[src/sv/assert_macros.svh]
// assertion macros for the rtl files
`ifndef ASSERT_MACROS_SVH
`define ASSERT_MACROS_SVH

// clocked property, disabled while reset is asserted
`define ASSERT_CLKD(label, clk, rst_n, prop, msg) \
  label: assert property (@(posedge clk) disable iff (!rst_n) (prop)) else $error(msg);

// same check on the usual clk_i and rst_ni
`define ASSERT_STD(label, prop, msg) \
  `ASSERT_CLKD(label, clk_i, rst_ni, prop, msg)

`endif

[src/sv/bdh_pkg.sv]
// types and constants of the button debounce and hold timer
package bdh_pkg;

  localparam int unsigned BounceW = 8;
  localparam int unsigned HoldW   = 16;
  localparam int unsigned AddrW   = 3;
  localparam int unsigned DataW   = 32;
  localparam int unsigned IterW   = 4;

  localparam logic [AddrW-1:0] ADDR_BOUNCE  = 3'd0;
  localparam logic [AddrW-1:0] ADDR_DIVISOR = 3'd4;

  localparam logic [BounceW-1:0] BOUNCE_RESET  = 8'd40;
  localparam logic [HoldW-1:0]   DIVISOR_RESET = 16'd100;
  localparam logic [HoldW-1:0]   HOLD_MAX      = 16'hFFFF;
  localparam logic [IterW-1:0]   LAST_ITER     = 4'(HoldW - 1);

  typedef enum logic [2:0] {
    PH_IDLE    = 3'd0,
    PH_PRESSQ  = 3'd1,
    PH_PRESSED = 3'd2,
    PH_RELQ    = 3'd3,
    PH_HOLD    = 3'd4
  } phase_e;

  typedef enum logic [1:0] {
    SEQ_IDLE  = 2'd0,
    SEQ_START = 2'd1,
    SEQ_DIV   = 2'd2,
    SEQ_DONE  = 2'd3
  } seq_e;

  typedef struct packed {
    logic             level;
    logic             level_changed;
    logic [HoldW-1:0] held_ticks;
  } deb_status_t;

  typedef struct packed {
    logic busy;
    logic done;
  } div_status_t;

endpackage

[src/sv/bdh_debounce.sv]
// five-phase debounce machine with held tick counter
module bdh_debounce (
  input  logic                          clk_i,
  input  logic                          rst_ni,
  input  logic                          step_i,
  input  logic                          pin_i,
  input  logic [bdh_pkg::BounceW-1:0]   bounce_ticks_i,
  output bdh_pkg::deb_status_t          status_o
);
  import bdh_pkg::*;

  phase_e             phase_q, phase_d;
  logic [BounceW-1:0] count_q, count_d;
  logic [HoldW-1:0]   held_q, held_d;
  logic               level_q, level_d;
  logic               lchg_q, lchg_d;

  always_ff @(posedge clk_i or negedge rst_ni) begin
    if (!rst_ni) begin
      phase_q <= PH_IDLE;
      count_q <= '0;
      held_q  <= '0;
      level_q <= 1'b0;
      lchg_q  <= 1'b0;
    end else if (step_i) begin
      phase_q <= phase_d;
      count_q <= count_d;
      held_q  <= held_d;
      level_q <= level_d;
      lchg_q  <= lchg_d;
    end
  end

  always_comb begin
    phase_d = phase_q;
    count_d = count_q;
    held_d  = held_q;
    level_d = level_q;
    case (phase_q)
      PH_PRESSQ: begin
        if (pin_i) begin
          if (count_q == '0) phase_d = PH_PRESSED;
          count_d = count_q - 1'b1;
        end else begin
          phase_d = PH_IDLE;
        end
        level_d = 1'b0;
      end
      PH_PRESSED: begin
        if (!pin_i) begin
          count_d = bounce_ticks_i;
          phase_d = PH_RELQ;
        end else begin
          held_d  = '0;
          phase_d = PH_HOLD;
        end
        level_d = 1'b1;
      end
      PH_HOLD: begin
        if (pin_i) begin
          if (held_q != HOLD_MAX) held_d = held_q + 1'b1;
        end else begin
          held_d  = '0;
          phase_d = PH_PRESSED;
        end
      end
      PH_RELQ: begin
        if (!pin_i) begin
          if (count_q == '0) phase_d = PH_IDLE;
          count_d = count_q - 1'b1;
        end else begin
          phase_d = PH_PRESSED;
        end
        level_d = 1'b1;
      end
      default: begin
        phase_d = PH_IDLE;
        if (pin_i) begin
          phase_d = PH_PRESSQ;
          count_d = bounce_ticks_i;
        end
        level_d = 1'b0;
      end
    endcase
    // reported level always tracks the debounced level after a step
    lchg_d = (level_d != level_q);
  end

  assign status_o.level         = level_q;
  assign status_o.level_changed = lchg_q;
  assign status_o.held_ticks    = held_q;

endmodule

[src/sv/bdh_div.sv]
// restoring serial divider, one quotient bit per cycle
module bdh_div (
  input  logic                        clk_i,
  input  logic                        rst_ni,
  input  logic                        start_i,
  input  logic [bdh_pkg::HoldW-1:0]   dividend_i,
  input  logic [bdh_pkg::HoldW-1:0]   divisor_i,
  output bdh_pkg::div_status_t        status_o,
  output logic [bdh_pkg::HoldW-1:0]   quotient_o
);
  import bdh_pkg::*;

  logic             busy_q, busy_d;
  logic [IterW-1:0] iter_q, iter_d;
  logic [HoldW-1:0] rem_q, rem_d;
  logic [HoldW-1:0] quo_q, quo_d;
  logic [HoldW-1:0] dsr_q, dsr_d;
  logic [HoldW:0]   trial;
  logic [HoldW+1:0] diff;
  logic             last;

  always_ff @(posedge clk_i or negedge rst_ni) begin
    if (!rst_ni) begin
      busy_q <= 1'b0;
      iter_q <= '0;
    end else begin
      busy_q <= busy_d;
      iter_q <= iter_d;
    end
  end

  always_ff @(posedge clk_i) begin
    rem_q <= rem_d;
    quo_q <= quo_d;
    dsr_q <= dsr_d;
  end

  always_comb begin
    trial  = {rem_q, quo_q[HoldW-1]};
    diff   = {1'b0, trial} - {2'b00, dsr_q};
    last   = busy_q && (iter_q == LAST_ITER);
    busy_d = busy_q;
    iter_d = iter_q;
    rem_d  = rem_q;
    quo_d  = quo_q;
    dsr_d  = dsr_q;
    if (start_i) begin
      busy_d = 1'b1;
      iter_d = '0;
      rem_d  = '0;
      quo_d  = dividend_i;
      dsr_d  = divisor_i;
    end else if (busy_q) begin
      // no borrow: the remainder fits below the divisor again
      if (!diff[HoldW+1]) begin
        rem_d = diff[HoldW-1:0];
        quo_d = {quo_q[HoldW-2:0], 1'b1};
      end else begin
        rem_d = trial[HoldW-1:0];
        quo_d = {quo_q[HoldW-2:0], 1'b0};
      end
      iter_d = iter_q + 1'b1;
      if (last) busy_d = 1'b0;
    end
  end

  assign status_o.busy = busy_q;
  assign status_o.done = last;
  assign quotient_o    = quo_q;

endmodule

[src/sv/button_debounce_hold_timer.sv]
// top level of the button debounce and hold timer
// One item is one millisecond sample of the button pin; each item gives exactly one result
// with the debounced level, a level change flag, the held tick count divided by hold_divisor
// and a flag when that quotient changes. An item passes through the accepting cycle,
// in which the debounce machine updates, a step to load the divider, the restoring divider
// that produces one quotient bit per cycle, and a step to load the output register, so
// in_ready_o rises again at the edge that loads the result. The output register lets a
// new item be accepted while the previous result still waits; if that result is still
// not taken when the next quotient is ready, the sequencer holds until it is. A zero
// hold_divisor gives a hold step of 65535. Registers sit on an APB-style port:
// bounce_ticks at byte 0, hold_divisor at byte 4; pready is always high and writes
// take effect at the next item.
`include "assert_macros.svh"

module button_debounce_hold_timer (
  input  logic                        clk_i,
  input  logic                        rst_ni,
  // input channel
  input  logic                        in_valid_i,
  output logic                        in_ready_o,
  input  logic                        pin_level_i,
  // output channel
  output logic                        out_valid_o,
  input  logic                        out_ready_i,
  output logic                        level_o,
  output logic                        level_changed_o,
  output logic [bdh_pkg::HoldW-1:0]   hold_step_o,
  output logic                        hold_changed_o,
  // configuration port
  input  logic                        psel,
  input  logic                        penable,
  input  logic                        pwrite,
  input  logic [bdh_pkg::AddrW-1:0]   paddr,
  input  logic [bdh_pkg::DataW-1:0]   pwdata,
  output logic [bdh_pkg::DataW-1:0]   prdata,
  output logic                        pready
);
  import bdh_pkg::*;

  // configuration registers
  logic [BounceW-1:0] bounce_q;
  logic [HoldW-1:0]   divisor_q;
  logic               cfg_wr;

  // sequencer and result registers
  seq_e               seq_q, seq_d;
  logic               accept;
  logic               div_start;
  logic               load_out;
  logic               out_valid_q, out_valid_d;
  logic               level_q;
  logic               lchg_q;
  logic [HoldW-1:0]   step_q;
  logic               hchg_q;
  logic [HoldW-1:0]   rep_step_q;

  deb_status_t        deb_status;
  div_status_t        div_status;
  logic [HoldW-1:0]   quotient;

  // apb write decode, unused addresses are ignored
  assign pready = 1'b1;
  assign cfg_wr = psel && penable && pwrite && pready;

  always_ff @(posedge clk_i or negedge rst_ni) begin
    if (!rst_ni) begin
      bounce_q  <= BOUNCE_RESET;
      divisor_q <= DIVISOR_RESET;
    end else if (cfg_wr) begin
      if (paddr == ADDR_BOUNCE)  bounce_q  <= pwdata[BounceW-1:0];
      if (paddr == ADDR_DIVISOR) divisor_q <= pwdata[HoldW-1:0];
    end
  end

  always_comb begin
    case (paddr)
      ADDR_BOUNCE:  prdata = {{(DataW-BounceW){1'b0}}, bounce_q};
      ADDR_DIVISOR: prdata = {{(DataW-HoldW){1'b0}}, divisor_q};
      default:      prdata = '0;
    endcase
  end

  // debounce machine advances once per accepted item
  bdh_debounce u_debounce (
    .clk_i          (clk_i),
    .rst_ni         (rst_ni),
    .step_i         (accept),
    .pin_i          (pin_level_i),
    .bounce_ticks_i (bounce_q),
    .status_o       (deb_status)
  );

  // serial divider for the hold step
  bdh_div u_div (
    .clk_i      (clk_i),
    .rst_ni     (rst_ni),
    .start_i    (div_start),
    .dividend_i (deb_status.held_ticks),
    .divisor_i  (divisor_q),
    .status_o   (div_status),
    .quotient_o (quotient)
  );

  // sequencer state register
  always_ff @(posedge clk_i or negedge rst_ni) begin
    if (!rst_ni) begin
      seq_q       <= SEQ_IDLE;
      out_valid_q <= 1'b0;
    end else begin
      seq_q       <= seq_d;
      out_valid_q <= out_valid_d;
    end
  end

  // next state and handshake
  always_comb begin
    seq_d      = seq_q;
    in_ready_o = 1'b0;
    div_start  = 1'b0;
    load_out   = 1'b0;
    case (seq_q)
      SEQ_IDLE: begin
        in_ready_o = 1'b1;
        if (in_valid_i) seq_d = SEQ_START;
      end
      SEQ_START: begin
        div_start = 1'b1;
        seq_d     = SEQ_DIV;
      end
      SEQ_DIV: begin
        if (div_status.done) seq_d = SEQ_DONE;
      end
      SEQ_DONE: begin
        // wait for the previous result to leave the output register
        if (!out_valid_q || out_ready_i) begin
          load_out = 1'b1;
          seq_d    = SEQ_IDLE;
        end
      end
      default: begin
        seq_d = SEQ_IDLE;
      end
    endcase
    accept      = in_valid_i && in_ready_o;
    out_valid_d = load_out || (out_valid_q && !out_ready_i);
  end

  // reported hold step, compared against each new quotient
  always_ff @(posedge clk_i or negedge rst_ni) begin
    if (!rst_ni) begin
      rep_step_q <= '0;
    end else if (load_out) begin
      rep_step_q <= quotient;
    end
  end

  // result payload
  always_ff @(posedge clk_i) begin
    if (load_out) begin
      level_q <= deb_status.level;
      lchg_q  <= deb_status.level_changed;
      step_q  <= quotient;
      hchg_q  <= (quotient != rep_step_q);
    end
  end

  assign out_valid_o     = out_valid_q;
  assign level_o         = level_q;
  assign level_changed_o = lchg_q;
  assign hold_step_o     = step_q;
  assign hold_changed_o  = hchg_q;

  // no item is taken while the divider is working
  `ASSERT_STD(a_ready_div_idle, in_ready_o |-> !div_status.busy, "ready while divider busy")
  // the divider only finishes while the sequencer waits for it
  `ASSERT_STD(a_done_in_div, div_status.done |-> (seq_q == SEQ_DIV), "divider done out of step")
  // an accepted item always starts the divider in the following cycle
  `ASSERT_STD(a_accept_starts, accept |=> div_start, "accepted item did not start divider")
  // a result is only loaded when the output register is free or being emptied
  `ASSERT_STD(a_load_free, load_out |-> (!out_valid_q || out_ready_i), "result overwritten")

endmodule
[config.mk]
export PLATFORM = sky130hd
export DESIGN_NAME = button_debounce_hold_timer
export DESIGN_NICKNAME = d
export VERILOG_FILES = /design/src/sv/bdh_pkg.sv /design/src/sv/bdh_debounce.sv /design/src/sv/bdh_div.sv /design/src/sv/button_debounce_hold_timer.sv
export VERILOG_INCLUDE_DIRS = /design/src /design/src/sv
export SDC_FILE = /design/constraint.sdc
export NUM_CORES = 1
export LEC_CHECK = 0
export ABC_AREA = 1
export BUFFER_PORTS_ARGS = -buffer_cell sky130_fd_sc_hd__buf_2
export CAP_MARGIN = 10
export CORE_MARGIN = 1.5
export CORE_UTILIZATION = 40
export CTS_BUF_LIST = sky130_fd_sc_hd__clkbuf_4 sky130_fd_sc_hd__clkbuf_8
export DETAILED_ROUTE_END_ITERATION = 10
export HOLD_SLACK_MARGIN = 0.12
export PLACE_DENSITY = 0.65
export SYNTH_ARGS = -nofsm -noshare
export SYNTH_HDL_FRONTEND = slang
export SYNTH_SLANG_ARGS = --single-unit
[constraint.sdc]
create_clock -name clk_i -period 4.3 [get_ports clk_i]
set_clock_uncertainty 0.05 [all_clocks]
set_input_delay 0.43 -clock clk_i [delete_from_list [all_inputs] [get_ports clk_i]]
set_output_delay 0.43 -clock clk_i [all_outputs]
set_load 0.01 [all_outputs]
==> flow_summary.ini <==
[power_and_ir_drop]
pwr-share-seq_pct = 38.2
clkPwrFrac_pct = 19.8
combPwrFrac_pct = 42.1
power.switching_w = 0.00256
intPower_w = 0.00353
swShare_pct = 42.1
ir_drop_mv = 0.249
power.density_nw_per_um2 = 689
p_leak_nw = 4.26

[cts]
cts_tree = built
htreeDepth = 4
numCtsBuffers = 17
cts_setup_buffers = 0
clk_pin_slew_worst_paths_ps = 90
clk_latency_ps = 450
root_buffer = clkbuf_8
cts_sinks = 144
hold_buffers = 10
cts.path.max_buffers = 2
cts_resized = 0

[setup_path]
startpoint_type = flip-flop
cp_max_fo = 17
crit_arrival_ps = 2500
path_cells = inv_1 > ha_1 > nand2_2 > inv_1 > nand2_1 > nand3_2 > a21oi_4 > nand2_4 > nand2_1 > o21ai_0
cp.required_ps = 4450
end_kind = flip-flop
critPathMaxStageDelay_ps = 480
critical_path_class = flip-flop to flip-flop
rr_worst_depth = 10
cp_slowest_cell = a21oi_4

[detailed_routing]
drt-initial-drc-count = 379
viasPerCell = 4.82
dr.pass1.iters = 8
ant_nets = 0
wl_per_cell_um = 12.7
drc = 0
vias = 6249
routed_wirelength_um = 16500

[sta]
relSlewSlack_pct = 39.4
hold_ws_ps = 148
slew_viol_final = 0
post-route-min-period_ps = 2360
rsz0062_at_grt = false
setup_viol = 0
fin_crit_sh_pct = 54.8
clock.fmax_mhz = 424
worstMarginPinSlew_ps = 908
finalHoldViolCount = 0
setup_slack_ps = 1940
tns_ps = 0

[global_routing]
grt_max_degree = 50
grt_pass1_vias = 5937
grt_pass1_wl_um = 28000
gr-total-overflow = 0
antenna_found_initial = 0
grt_usage_pct = 17.4

[yosys]
ys_seq_area_share_pct = 48.5
synth_area_leaders = dfrtp_1 23%, edfxtp_1 20%, nand2_1 11%, inv_1 7.6%, o21ai_0 5.8%
synth_edf_count = 51
syn_inst = 951
syn_avg_cell_area_um2 = 8.21
yosysMostFrequentCell = nand2_1
synthTopCellsByCount = 233 x nand2_1, 159 x inv_1, 91 x o21ai_0
ys_warn_count = 0
ys.flop_type = dfrtp_1
async_reset_ff_share_pct = 53.5
netlist_area_um2 = 7800
yosysTopAreaCell = dfrtp_1
synth-seq-cells = 144
synth_top_cell_area_share_pct = 23.1
post_synth_num_cell_types = 44

[floorplan]
ios = 97
core_region_area_um2 = 18900
die_width_um = 143
core.rowCount = 50
die_y_um = 143
initial_utilization_pct = 41.3
dieArea_um2 = 20400

[cells_and_area]
final_layout_size_suffix_gt1_share_pct = 13.3
antenna_cells = 0
syn_to_final_growth_pct = 13.3
fin_nets = 1091
fin_cells = 1296
utilization_pct = 46.8

[placement]
place_congestion = 0.838
preCtsSetupSlack_ps = 1890
place_inst = 1254
io_buffer_count = 63
hpwl_um = 11900

[run]
max_cap_viol_count = 0

[min_path]
hold_path_class = primary input to flip-flop
hold_depth = 3

[outcome]
status = finished clean
## critical path, delay by kind of cell (launching register included)
family	cells	cell delay, ps
and+or+nand+nor	5	690
DFF	1	330
adders and majority gates	1	370
AOI/OAI and AO/OA	2	570
buffers and inverters	2	90
## power by group through the flow
stage	Clock, W	Combinational (W)	Sequential, W
finish	0.00120	0.00256	0.00232
global route	0.00130	0.00298	0.00238
CTS	0.00124	0.00258	0.00232
detailed placement	0	0.00255	0.00235
global placement	0	0.00252	0.00234
floorplan	0	0.00202	0.00228
## path summary, 6_finish.rpt
check / startpoint / to / slack (ps)
min in group asynchronous: rst_ni / divisor_q[13]$_DFFE_PN0P_ / 490
max reg2reg: u_div.dsr_q[12]$_DFFE_PP_ / u_div.quotient_o[0]$_DFFE_PP_ / 1940
max: u_div.dsr_q[12]$_DFFE_PP_ / u_div.quotient_o[0]$_DFFE_PP_ / 1940
max in group asynchronous: rst_ni / u_debounce.held_q[1]$_DFFE_PN0P_ / 2870
min: pwdata[1] / bounce_q[1]$_DFFE_PN0P_ / 150
min reg2reg: divisor_q[3]$_DFFE_PN0P_ / u_div.dsr_q[3]$_DFFE_PP_ / 400
## cell families (layout without fill, tap and decap cells)
kind of cell,after synthesis,count (layout),share of synthesized area [%]
simple gates,405,405,23.3
xor+xnor,26,26,2.92
compound gates,147,147,10.1
buf+inv,202,272,11.0
other cells,2,17,0.0962
flops,144,144,48.5
fa+ha+maj,25,25,4.10
## area by class of cell
cell class                 count  area [um2]
fill                        1845       10100
sequential                   144        3780
multi-input combinational    620        3220
inverter                     163         612
timing repair buffer          77         448
tap                          260         325
clock buffer                  17         234
clock inverter                15         215
## cell usage in the layout, fill, tap and decap left out, types with 8 or more instances in the layout
master,netlist,final
conb_1,2,17
nand4_1,24,24
inv_1,159,159
dfxtp_1,16,16
nand3_2,8,8
xnor2_1,10,10
nand3_1,62,62
xor2_1,16,16
edfxtp_1,51,51
ha_1,24,23
a21oi_1,20,20
dlygate4sd3_1,0,10
buf_2,4,62
nor3_1,15,15
nor2_1,39,39
o22ai_1,10,10
o21ai_0,91,91
o21ai_1,16,16
dfrtp_1,72,72
nand2_1,233,233
clkbuf_8,0,17
## layer usage
metal  part of all wire, %  vias to the layer above  GRT usage [%]
met4                   2.2                        0           7.11
met3                   3.8                       26           3.55
met5                     0                        -              0
met1                    48                     2892           23.2
li1                      -                     3198              -
met2                    46                      133           27.6
## per-stage QoR
stage / power [W] / cell area, um2
floorplan: 0.00430 / 7860
global placement: 0.00486 / 8290
detailed placement: 0.00490 / 8290
CTS: 0.00614 / 8840
global route: 0.00666 / 8840
finish: 0.00609 / 8840
## flip-flops by register name, indices dropped and copies added, names as in the netlist, 16 cells and up
name	flops
hold_step_o	16
rep_step_q	16
divisor_q	16
u_div.rem_q	16
u_div.dsr_q	16
u_div.quotient_o	16
u_debounce.held_q	16
(Power assumes the default switching activity.)
